===== config.mk =====
export PLATFORM = sky130hd
export DESIGN_NAME = prime_factorizer
export DESIGN_NICKNAME = d
export VERILOG_FILES = /design/src/rtl/core/pf_pkg.sv /design/src/rtl/core/prime_factorizer.sv /design/src/rtl/core/pf_divider.sv /design/src/rtl/core/pf_datapath.sv /design/src/rtl/core/pf_ctrl.sv
export VERILOG_INCLUDE_DIRS = /design/src /design/src/rtl/core
export SDC_FILE = /design/constraint.sdc
export NUM_CORES = 1
export LEC_CHECK = 0
export ABC_AREA = 1
export BUFFER_PORTS_ARGS = -buffer_cell sky130_fd_sc_hd__buf_2
export CAP_MARGIN = 20
export CORE_UTILIZATION = 55
export CTS_BUF_LIST = sky130_fd_sc_hd__clkbuf_4 sky130_fd_sc_hd__clkbuf_8 sky130_fd_sc_hd__clkbuf_16
export DETAILED_ROUTE_END_ITERATION = 8
export PLACE_DENSITY = 0.71
export SLEW_MARGIN = 20
export SYNTH_ARGS = -nofsm -noshare
export SYNTH_HDL_FRONTEND = slang
export SYNTH_SLANG_ARGS = --single-unit

===== constraint.sdc =====
create_clock -name clk -period 2.75 [get_ports clk]
set_input_delay 0.55 -clock clk [delete_from_list [all_inputs] [get_ports clk]]
set_output_delay 0.55 -clock clk [all_outputs]
set_load 0.02 [all_outputs]

===== src/rtl/core/prime_factorizer_macros.svh =====
// Assertion macros shared by the prime factorizer RTL.
// Each macro checks on the rising edge of clk and is off while arst_n is low.
// Define NO_ASSERTIONS to compile every check away.
`ifndef PRIME_FACTORIZER_MACROS_SVH
`define PRIME_FACTORIZER_MACROS_SVH

`ifndef NO_ASSERTIONS

// Same-cycle implication.
`define PF_ASSERT_NOW(label, ante, cons) \
	label: assert property (@(posedge clk) disable iff (!arst_n) (ante) |-> (cons)) \
		else $error("prime_factorizer: same-cycle check failed");

// Next-cycle implication.
`define PF_ASSERT_NEXT(label, ante, cons) \
	label: assert property (@(posedge clk) disable iff (!arst_n) (ante) |=> (cons)) \
		else $error("prime_factorizer: next-cycle check failed");

`else

`define PF_ASSERT_NOW(label, ante, cons)
`define PF_ASSERT_NEXT(label, ante, cons)

`endif

`endif


===== src/rtl/core/pf_pkg.sv =====
package pf_pkg;

	// Default width of the value being factored.
	localparam int VALUE_BITS_DEF = 16;

	// Fixed field widths of the ports.
	localparam int NUMBER_W = 16;
	localparam int PRIME_W  = 16;
	localparam int EXP_W    = 5;

	// Which pair the output register takes.
	typedef logic [1:0] pf_emit_t;
	localparam pf_emit_t EMIT_NONE = 2'd0;
	localparam pf_emit_t EMIT_MID  = 2'd1;
	localparam pf_emit_t EMIT_LAST = 2'd2;
	localparam pf_emit_t EMIT_REST = 2'd3;

	// Commands from the controller to the datapath.
	typedef struct packed {
		logic     load;
		logic     div_start;
		logic     div_hit;
		logic     div_miss;
		pf_emit_t emit;
	} pf_cmd_t;

	// Status from the datapath to the controller.
	typedef struct packed {
		logic num_small;
		logic sq_gt;
		logic rest_gt1;
		logic div_done;
		logic rem_zero;
		logic exp_nz;
		logic pend_v;
	} pf_sts_t;

endpackage


===== src/rtl/core/prime_factorizer.sv =====
// Each trial division is a bit-serial restoring division, and a repeated factor costs one
// more division; divisors run 2 and then the odd numbers from 3 up to the square root of what remains.
// At 16 bits a prime near 65535 needs 128 divisions before its one result.
// Throughput: one number at a time; results cannot be stalled and busy falls with the last.
// Reset clears the controller, the divider control, the pending flag and the strobe.
`include "prime_factorizer_macros.svh"

module prime_factorizer #(
	parameter int VALUE_BITS = pf_pkg::VALUE_BITS_DEF
) (
	input  logic                        clk,
	input  logic                        arst_n,
	input  logic                        start,
	output logic                        busy,
	input  logic [pf_pkg::NUMBER_W-1:0] number,
	output logic                        strobe,
	output logic [pf_pkg::PRIME_W-1:0]  prime,
	output logic [pf_pkg::EXP_W-1:0]    exponent,
	output logic                        last
);
	import pf_pkg::*;

	pf_cmd_t cmd;
	pf_sts_t sts;

	pf_ctrl u_ctrl (
		.clk    (clk),
		.arst_n (arst_n),
		.start  (start),
		.sts    (sts),
		.cmd    (cmd),
		.busy   (busy)
	);

	pf_datapath #(
		.VALUE_BITS (VALUE_BITS)
	) u_dp (
		.clk      (clk),
		.arst_n   (arst_n),
		.number   (number),
		.cmd      (cmd),
		.sts      (sts),
		.strobe   (strobe),
		.prime    (prime),
		.exponent (exponent),
		.last     (last)
	);

	// A number of two or more keeps the block busy on the next cycle.
	`PF_ASSERT_NEXT(a_start_busy, start && !busy && !sts.num_small, busy)
	// Every result beat carries a prime of at least two and a nonzero exponent.
	`PF_ASSERT_NOW(a_pair_sane, strobe, exponent != '0 && prime >= PRIME_W'(2))
	// The final beat of a run is exactly the one seen as the block goes idle.
	`PF_ASSERT_NOW(a_last_idle, strobe, last == !busy)

endmodule


===== src/rtl/core/pf_divider.sv =====
module pf_divider #(
	parameter int W  = pf_pkg::VALUE_BITS_DEF,
	parameter int DW = (pf_pkg::VALUE_BITS_DEF + 1) / 2 + 1
) (
	input  logic          clk,
	input  logic          arst_n,
	input  logic          start,
	input  logic [W-1:0]  dividend,
	input  logic [DW-1:0] divisor,
	output logic          done,
	output logic [W-1:0]  quotient,
	output logic [DW-1:0] remainder
);
	localparam int CW = $clog2(W + 1);

	logic          run_q;
	logic          done_q;
	logic [CW-1:0] cnt_q;
	logic [DW-1:0] rem_q;
	logic [W-1:0]  quo_q;
	logic [DW:0]   rem_sh;
	logic [DW:0]   rem_sub;
	logic          fits;

	// One restoring step: bring down the next dividend bit and try to subtract.
	always_comb begin
		rem_sh  = {rem_q, quo_q[W-1]};
		rem_sub = rem_sh - {1'b0, divisor};
		fits    = rem_sh >= {1'b0, divisor};
	end

	// Step counter and completion pulse.
	always_ff @(posedge clk or negedge arst_n) begin
		if (!arst_n) begin
			run_q  <= 1'b0;
			done_q <= 1'b0;
			cnt_q  <= '0;
		end else begin
			done_q <= 1'b0;
			if (start) begin
				run_q <= 1'b1;
				cnt_q <= '0;
			end else if (run_q) begin
				cnt_q <= cnt_q + CW'(1);
				if (cnt_q == CW'(W - 1)) begin
					run_q  <= 1'b0;
					done_q <= 1'b1;
				end
			end
		end
	end

	// Partial remainder and quotient shift register.
	always_ff @(posedge clk) begin
		if (start) begin
			rem_q <= '0;
			quo_q <= dividend;
		end else if (run_q) begin
			rem_q <= fits ? rem_sub[DW-1:0] : rem_sh[DW-1:0];
			quo_q <= {quo_q[W-2:0], fits};
		end
	end

	assign done      = done_q;
	assign quotient  = quo_q;
	assign remainder = rem_q;

endmodule


===== src/rtl/core/pf_datapath.sv =====
module pf_datapath #(
	parameter int VALUE_BITS = pf_pkg::VALUE_BITS_DEF
) (
	input  logic                          clk,
	input  logic                          arst_n,
	input  logic [pf_pkg::NUMBER_W-1:0]   number,
	input  pf_pkg::pf_cmd_t               cmd,
	output pf_pkg::pf_sts_t               sts,
	output logic                          strobe,
	output logic [pf_pkg::PRIME_W-1:0]    prime,
	output logic [pf_pkg::EXP_W-1:0]      exponent,
	output logic                          last
);
	import pf_pkg::*;

	localparam int W  = VALUE_BITS;
	// Trial divisors stay within a step of the square root.
	localparam int DW = (W + 1) / 2 + 1;
	localparam int SW = 2 * DW;

	logic [W-1:0]     num_w;
	logic [W-1:0]     rest_q;
	logic [DW-1:0]    d_q;
	logic [SW-1:0]    sq_q;
	logic [EXP_W-1:0] e_q;
	logic             pend_v_q;
	logic [DW-1:0]    pend_p_q;
	logic [EXP_W-1:0] pend_e_q;
	logic             strobe_q;
	logic [PRIME_W-1:0] prime_q;
	logic [EXP_W-1:0] exp_q;
	logic             last_q;
	logic             div_done;
	logic [W-1:0]     div_quo;
	logic [DW-1:0]    div_rem;

	// Only the low VALUE_BITS bits of the number take part.
	assign num_w = W'(number);

	pf_divider #(
		.W  (W),
		.DW (DW)
	) u_div (
		.clk       (clk),
		.arst_n    (arst_n),
		.start     (cmd.div_start),
		.dividend  (rest_q),
		.divisor   (d_q),
		.done      (div_done),
		.quotient  (div_quo),
		.remainder (div_rem)
	);

	// Status toward the controller.
	always_comb begin
		sts.num_small = num_w < W'(2);
		sts.sq_gt     = sq_q > SW'(rest_q);
		sts.rest_gt1  = rest_q > W'(1);
		sts.div_done  = div_done;
		sts.rem_zero  = div_rem == '0;
		sts.exp_nz    = e_q != '0;
		sts.pend_v    = pend_v_q;
	end

	// Pending pair flag; the held pair waits until its last bit is known.
	always_ff @(posedge clk or negedge arst_n) begin
		if (!arst_n) begin
			pend_v_q <= 1'b0;
		end else if (cmd.load) begin
			pend_v_q <= 1'b0;
		end else if (cmd.div_miss && e_q != '0) begin
			pend_v_q <= 1'b1;
		end
	end

	// Remaining value, trial divisor, its square and the running exponent.
	// After two the divisor steps over the even numbers.
	always_ff @(posedge clk) begin
		if (cmd.load) begin
			rest_q <= num_w;
			d_q    <= DW'(2);
			sq_q   <= SW'(4);
			e_q    <= '0;
		end else if (cmd.div_hit) begin
			rest_q <= div_quo;
			e_q    <= e_q + EXP_W'(1);
		end else if (cmd.div_miss) begin
			if (e_q != '0) begin
				pend_p_q <= d_q;
				pend_e_q <= e_q;
			end
			e_q <= '0;
			if (d_q == DW'(2)) begin
				d_q  <= DW'(3);
				sq_q <= SW'(9);
			end else begin
				d_q  <= d_q + DW'(2);
				sq_q <= sq_q + (SW'(d_q) << 2) + SW'(4);
			end
		end
	end

	// Result strobe, one beat per emit command.
	always_ff @(posedge clk or negedge arst_n) begin
		if (!arst_n) begin
			strobe_q <= 1'b0;
		end else begin
			strobe_q <= cmd.emit != EMIT_NONE;
		end
	end

	// Result payload register.
	always_ff @(posedge clk) begin
		unique case (cmd.emit)
			EMIT_MID: begin
				prime_q <= PRIME_W'(pend_p_q);
				exp_q   <= pend_e_q;
				last_q  <= 1'b0;
			end
			EMIT_LAST: begin
				prime_q <= PRIME_W'(pend_p_q);
				exp_q   <= pend_e_q;
				last_q  <= 1'b1;
			end
			EMIT_REST: begin
				prime_q <= PRIME_W'(rest_q);
				exp_q   <= EXP_W'(1);
				last_q  <= 1'b1;
			end
			default: begin
			end
		endcase
	end

	assign strobe   = strobe_q;
	assign prime    = prime_q;
	assign exponent = exp_q;
	assign last     = last_q;

endmodule


===== src/rtl/core/pf_ctrl.sv =====
module pf_ctrl (
	input  logic            clk,
	input  logic            arst_n,
	input  logic            start,
	input  pf_pkg::pf_sts_t sts,
	output pf_pkg::pf_cmd_t cmd,
	output logic            busy
);
	import pf_pkg::*;

	localparam logic [2:0] ST_IDLE  = 3'd0;
	localparam logic [2:0] ST_CHECK = 3'd1;
	localparam logic [2:0] ST_DIV   = 3'd2;
	localparam logic [2:0] ST_WAIT  = 3'd3;
	localparam logic [2:0] ST_FINAL = 3'd4;

	logic [2:0] state_q;
	logic [2:0] state_nx;

	// Next state and commands.
	always_comb begin
		cmd      = '0;
		state_nx = state_q;
		unique case (state_q)
			ST_IDLE: begin
				if (start && !sts.num_small) begin
					cmd.load = 1'b1;
					state_nx = ST_CHECK;
				end
			end
			ST_CHECK: begin
				if (sts.sq_gt) begin
					if (!sts.rest_gt1) begin
						cmd.emit = EMIT_LAST;
						state_nx = ST_IDLE;
					end else if (sts.pend_v) begin
						cmd.emit = EMIT_MID;
						state_nx = ST_FINAL;
					end else begin
						cmd.emit = EMIT_REST;
						state_nx = ST_IDLE;
					end
				end else begin
					cmd.div_start = 1'b1;
					state_nx      = ST_WAIT;
				end
			end
			ST_DIV: begin
				cmd.div_start = 1'b1;
				state_nx      = ST_WAIT;
			end
			ST_WAIT: begin
				if (sts.div_done) begin
					if (sts.rem_zero) begin
						cmd.div_hit = 1'b1;
						state_nx    = ST_DIV;
					end else begin
						cmd.div_miss = 1'b1;
						if (sts.exp_nz && sts.pend_v) begin
							cmd.emit = EMIT_MID;
						end
						state_nx = ST_CHECK;
					end
				end
			end
			ST_FINAL: begin
				cmd.emit = EMIT_REST;
				state_nx = ST_IDLE;
			end
			default: begin
				state_nx = ST_IDLE;
			end
		endcase
	end

	// State register.
	always_ff @(posedge clk or negedge arst_n) begin
		if (!arst_n) begin
			state_q <= ST_IDLE;
		end else begin
			state_q <= state_nx;
		end
	end

	assign busy = state_q != ST_IDLE;

endmodule

## Yosys cells after proc, flatten, opt, wreduce, memory -nomap -nowiden

Cells that the tools add are included.

- Bits in registers: 121
- Output and inout bits: 24

- Reductions and logical operators: 20
- Multiplexer cells: 42
- Bitwise operators: 2
- Add/subtract/negate cells: 6
- Equality and inequality tests: 11
- $lt $le $gt $ge: 4

Operator list:

| operator | count |
|---|---|
| two-way mux 16 bit | 4 |
| case mux 16 bit (2 select lines) | 1 |
| two-way mux 5 bit | 4 |
| adder 18 x 11 -> 18 bit | 1 |
| adder 18 x 3 -> 18 bit, second input constant | 1 |
| > comparator 18 x 16 -> 1 bit | 1 |
| two-way mux 18 bit | 1 |
| two-way mux 3 bit | 6 |
| two-way mux 9 bit | 2 |
| > comparator 16 x 1 -> 1 bit, second input constant | 1 |
| < comparator 16 x 2 -> 1 bit, second input constant | 1 |
| nonzero test 2 bit | 7 |
| two-way mux 1 bit | 13 |
| case mux 3 bit (4 select lines) | 1 |
| adder 5 x 1 -> 5 bit, second input constant | 2 |
| >= comparator 10 x 9 -> 1 bit | 1 |
| two-way mux 2 bit | 5 |
| case mux 5 bit (2 select lines) | 1 |
| adder 9 x 2 -> 9 bit, second input constant | 1 |
| equality test 9 x 2 -> 1 bit, second input constant | 1 |
| zero test 9 bit | 1 |
| subtractor 9 bit | 1 |
| equality test 3 x 2 -> 1 bit, second input constant | 2 |
| case mux 2 bit (3 select lines) | 1 |
| other kinds (17) | 25 |

## Logic depth before layout (Yosys ltp)

- Word-level depth: 9
- Depth in mapped cells: 17
- Mapped depth without buffers: 16

## Hierarchy

A second synthesis with hierarchy kept.

- Cells, all modules: 822
- Area, all modules: 6,771.5 um^2

By module, submodules not included:

| module | cells each | instances | area an instance (um^2) |
|---|---|---|---|
| pf_datapath | 510 | 1 | 4,526.8 |
| pf_divider | 269 | 1 | 1,983.2 |
| pf_ctrl | 43 | 1 | 261.5 |

## Worst setup path before layout

Ideal clock, no wire load.

- Path type: reg2reg
- From: register u_dp.rest_q[9]
- To: register u_dp.exp_q[0] (netlist: u_dp.exponent[0]) (enable)
- Data arrival time: 1,916 ps
- Library setup time: 525 ps
- Path slack: 309 ps
- Buffers on the path: 0
- Stages on the path, launching flop included: 10
- Path through: edfxtp_1 -> inv_2 -> ha_1 -> a21o_1 -> nor2_1 -> nand2_1 -> nand2_1 -> nand3_2 -> nand3b_1 -> nand4_1

- Longest elaborated chain between the ends: 7
- Elaborated cells on any way between the ends: 10

RTL lines:

| what | RTL line | text |
|---|---|---|
| from (decl) | pf_datapath.sv:22 | `logic [W-1:0] rest_q;` |
| from (signal assigned) | pf_datapath.sv:80 | `rest_q <= num_w;` |
| from (signal assigned) | pf_datapath.sv:85 | `rest_q <= div_quo;` |
| > comparator 16 x 1 -> 1 bit | pf_datapath.sv:58 | `sts.rest_gt1 = rest_q > W'(1);` |
| two-way mux 2 bit | pf_ctrl.sv:33 | `if (!sts.rest_gt1) begin` |
| two-way mux 2 bit (*) | pf_ctrl.sv:32 | `if (sts.sq_gt) begin` |
| case mux 2 bit (3 select lines) (*) | pf_ctrl.sv:24 | `unique case (state_q)` |
| equality test 2 x 1 -> 1 bit / equality test 2 bit (equally long branches) | pf_datapath.sv:114 | `unique case (cmd.emit)` |
| OR reduction 2 bit (no source line) | - |  |
| nonzero test 2 bit (no source line) (*) | - |  |
| to (signal assigned) | pf_datapath.sv:117 | `exp_q <= pend_e_q;` |
| to (signal assigned) | pf_datapath.sv:122 | `exp_q <= pend_e_q;` |
| to (decl) | pf_datapath.sv:31 | `logic [EXP_W-1:0] exp_q;` |

Mark *: on every way between the ends. The rest lies on a longest branch, timed or not.
A chain may end at the register's enable or synchronous reset.

## Final worst setup path

- From: register u_dp.u_div.quo_q[15] (netlist: u_dp.u_div.quotient[15])
- To: register u_dp.u_div.rem_q[2] (netlist: u_dp.u_div.remainder[2])

- Longest elaborated chain between the ends: 2
- Elaborated cells on any way between the ends: 3

RTL lines:

| what | RTL line | text |
|---|---|---|
| from (decl) | pf_divider.sv:20 | `logic [W-1:0] quo_q;` |
| from (signal assigned) | pf_divider.sv:57 | `quo_q <= dividend;` |
| from (signal assigned) | pf_divider.sv:60 | `quo_q <= {quo_q[W-2:0], fits};` |
| subtractor 9 bit / >= comparator 10 x 9 -> 1 bit (equally long branches) | pf_divider.sv:28, pf_divider.sv:29 |  |
| two-way mux 9 bit (*) | pf_divider.sv:59 | `rem_q <= fits ? rem_sub[DW-1:0] : rem_sh[DW-1:0];` |
| to (signal assigned) | pf_divider.sv:59 |  |
| to (decl) | pf_divider.sv:19 | `logic [DW-1:0] rem_q;` |

Marks and branches as above.

==> PnR_summary.wiki <==
{| class="wikitable"
! Metric !! Value
|-
| Run status || finished clean
|-
| Fraction of the cycle the final worst path needs || 0.933
|-
| Transition at the pin with the smallest max-transition slack || 627 ps
|-
| Number of clock buffers inserted by TritonCTS || 17
|-
| Post-synthesis sequential element count || 120
|-
| Number of endpoints with negative hold slack in the final report || 0
|-
| Area of the multi-input gates || 2890 sq um
|-
| Static leakage || 3.42 nW
|-
| Routed Antenna Nets || 0
|-
| Most frequent cells in the layout || sky130_fd_sc_hd__nand2_1 (174), sky130_fd_sc_hd__inv_1 (86), sky130_fd_sc_hd__edfxtp_1 (68)
|-
| Remaining DRCs || 0
|-
| Number of detailed-route iterations in the first pass || 5
|-
| EDFF count, synth || a little under 70
|-
| Count of filler cells inserted in the layout || 908
|-
| Worst-path clk slew || 60 ps
|-
| Starting DRC count in detailed routing || approximately 340
|-
| Total internal power || around 3.3 mW
|-
| Crit path time final || 2570 ps
|-
| Overall power of the completed layout || 4.15 mW
|-
| Number of sinks handled by clock tree synthesis || 120
|-
| CTS Root Cell || sky130_fd_sc_hd__clkbuf_16
|-
| Worst-case vdd ir drop || about 660 uV
|-
| Std-Cell Core Area || 11,500 sq um
|-
| Top-Level Pins || 43
|-
| Count of endpoints failing setup in the final report || 0
|-
| Cell taking the most area after synthesis || sky130_fd_sc_hd__edfxtp_1
|-
| Post-layout net count || 864
|-
| Global-route wire length before repair || 24,100 microns
|-
| Combinational power share || 0.006
|-
| Clock Latency Late Sink || 420 ps
|-
| RSZ-0062 raised after global routing || no
|-
| Footprint of the flip-flops and latches || between 3000 and 4000 sq um
|-
| Post-synthesis async set-or-reset flop share || 0.100
|-
| Post-synthesis instance area || between 6000 and 7000 sq um
|-
| Signed area change from the synthesized netlist to the final layout || 14.6%
|-
| Estimated wirelength of the detail-placed design || around 10,000 microns
|-
| Part of the power in the clock network || 0.541
|-
| Switching share of total power || 0.196
|-
| Yosys top cell area share || 0.313
|-
| Max cap viols || 0
|-
| Total count of max-transition violations in the final report || 0
|-
| Initial antenna violation count || 0
|-
| Port Buf Inserts || 42
|-
| Instance count of the mapped netlist || 744
|-
| CTS tree || built
|-
| Total die area || 12,300 sq um
|-
| Via count of the first global-routing pass || 4,955
|-
| Warnings from Yosys || 0
|-
| Pin count of the biggest net entering global routing || 36
|-
| Routed Wire Length || 14,300 microns
|-
| Startpoint Class || flop
|-
| Maximum count of clock buffers along a single path || 2
|-
| Routed length per placed instance || 15.0 microns
|-
| Post_cts resized || 0
|-
| Most common cell after layout, fill and taps aside || sky130_fd_sc_hd__nand2_1
|-
| Die outline height || 111 microns
|-
| Worst setup EP type || flop
|-
| Number of inserted diodes || 0
|-
| Net load switching power || 814 uW
|-
| Final weighted congestion in routability-driven placement || 0.860
|-
| Worst EP required || 3050 ps
|-
| Dominant synthesized flop cell || sky130_fd_sc_hd__edfxtp_1
|-
| Highest clock frequency the design can meet || roughly 400 MHz
|-
| Mapped Nets || 812
|-
| Width of the die || 111 microns
|-
| Overflow left after global routing || 0
|-
| Fraction of final layout cells sized beyond drive strength 1 || 0.166
|-
| Post-Route Setup TNS || 0 ps
|-
| Total number of vias || 5,156
|-
| GRT Total Usage || 0.250
|-
| Initial core utilization || 0.568
|-
| Post-CTS Setup Inserts || 0
|-
| Maximum fanout encountered on the critical timing path || 16
|-
| Sequential-to-total area share from yosys stat || 0.483
|-
| H-tree depth reported by CTS || 4
|-
| Post-detailed-route via-to-cell ratio || approximately 5.4
|-
| Library cells used by synthesis || 48
|-
| Start-to-end type of the worst setup path || flop to flop
|-
| Average footprint of a synthesized cell || 8.76 sq um
|-
| Top post-synthesis cells by area || sky130_fd_sc_hd__edfxtp_1 (31%), sky130_fd_sc_hd__dfxtp_1 (12%), sky130_fd_sc_hd__nand2_1 (10%)
|-
| Standard-cell row count || 39
|-
| Maximum clock skew at final layout || 7.42 ps
|-
| Data arrival time of the critical path || 2860 ps
|-
| Share of total power in sequential cells || 0.453
|-
| Tightest Hold Check Type || primary input to flop
|-
| Worst slew margin relative to its limit || 0.582
|-
| Cell area power density || 556 nW/um^2
|}
flip-flops by register name (all words and copies together), names as in the netlist:
register,flops
u_dp.u_div.quotient,16
u_dp.e_q,5
u_dp.last,1
u_dp.d_q,9
u_dp.u_div.cnt_q,5
u_dp.pend_v_q,1
u_dp.rest_q,16
u_dp.pend_e_q,5
u_dp.u_div.remainder,9
u_ctrl.state_q,3
u_dp.u_div.run_q,1
u_dp.pend_p_q,9
u_dp.prime,16
u_dp.sq_q,17
u_dp.exponent,5
u_dp.strobe,1
u_dp.u_div.done,1
cell families (layout without fill, tap and decap cells):
family / count (synthesis) / after routing / synth area share
simple gates: 336 / 336 / 0.235
fa+ha+maj: 49 / 49 / 0.0964
buf+inv: 116 / 181 / 0.0734
flops: 120 / 120 / 0.483
xor+xnor: 13 / 13 / 0.0175
compound gates: 110 / 110 / 0.0951
Yosys cell counts, types with 12 or more instances:
library cell,n
sky130_fd_sc_hd__nand2_1,174
sky130_fd_sc_hd__inv_1,86
sky130_fd_sc_hd__edfxtp_1,68
sky130_fd_sc_hd__nor2_1,54
sky130_fd_sc_hd__a21oi_1,48
sky130_fd_sc_hd__ha_1,47
sky130_fd_sc_hd__nand3_1,41
sky130_fd_sc_hd__dfxtp_1,40
sky130_fd_sc_hd__o21ai_0,27
sky130_fd_sc_hd__dfrtp_1,12
power by group through the flow:
stage	combinational, mW	clock [mW]	sequential [mW]
after floorplan	0.00438	0	1.92
after global placement	0.0230	0	1.92
after detailed placement	0.0235	0	1.92
after CTS	0.0249	2.27	1.88
after global routing	0.0279	2.35	1.88
final	0.0248	2.25	1.88
routing by layer:
metal	GRT usage	wire length [microns]	vias to the layer above
li1	-	-	2583
met1	0.333	6520	2377
met2	0.397	6600	170
met3	0.0629	928	26
met4	0.0862	253	0
met5	0	0	-
final cells by class:
cell class / count / share of cell area
Multi-Input combinational cell: 508 / 0.388
Tap cell: 143 / 0.0240
Clock buffer: 19 / 0.0599
Inverter: 99 / 0.0501
Clock inverter: 13 / 0.0206
Timing Repair Buffer: 50 / 0.0366
Sequential cell: 120 / 0.421
final timing paths:
| path | to | depth (start not counted) | from | slack, ps |
|---|---|---|---|---|
| worst max register to register | u_dp.u_div.remainder[2] | 13 | u_dp.u_div.quotient[15] | 180 |
| worst min register to register | u_dp.pend_e_q[4] | 0 | u_dp.e_q[4] | 440 |
| worst min-delay path | u_dp.rest_q[3] | 3 | number[3] | 440 |
| min in group asynchronous | u_dp.u_div.cnt_q[4] | 2 | arst_n | 530 |
| worst max-delay path | u_dp.u_div.remainder[2] | 13 | u_dp.u_div.quotient[15] | 180 |
| max in group asynchronous | u_dp.u_div.cnt_q[1] | 2 | arst_n | 2010 |
critical path: stages (launching register included):
cell	delay, ps
sky130_fd_sc_hd__edfxtp_1	440
sky130_fd_sc_hd__inv_1	70
sky130_fd_sc_hd__ha_1	250
sky130_fd_sc_hd__fa_1	480
sky130_fd_sc_hd__nand3b_1	180
sky130_fd_sc_hd__nand2_1	140
sky130_fd_sc_hd__nand2_1	70
sky130_fd_sc_hd__nand3_1	90
sky130_fd_sc_hd__nand2_1	100
sky130_fd_sc_hd__nand2_2	230
sky130_fd_sc_hd__inv_1	110
sky130_fd_sc_hd__nor2_1	110
sky130_fd_sc_hd__o21a_1	140
sky130_fd_sc_hd__nor2_1	40
per-stage QoR:
| step | hold WS, ps | util | setup slack, ps | cells | cell area, sq um |
|---|---|---|---|---|---|
| floorplan | 254 | - | 309 | 744 | 6510 |
| global placement | 415 | 0.597 | 311 | 919 | 6850 |
| detailed placement | 431 | 0.597 | 259 | 919 | 6850 |
| CTS | 428 | 0.651 | 213 | 952 | 7460 |
| global route | 451 | 0.651 | 25.9 | 952 | 7460 |
| finish | 438 | 0.651 | 183 | 952 | 7460 |
repair_timing:
action | in CTS | in global routing
hold buffers | 1 | 0
endpoints found under the setup margin | 0 | 0
hold endpoints to repair | 12 | 0
(Power assumes the default switching activity.)
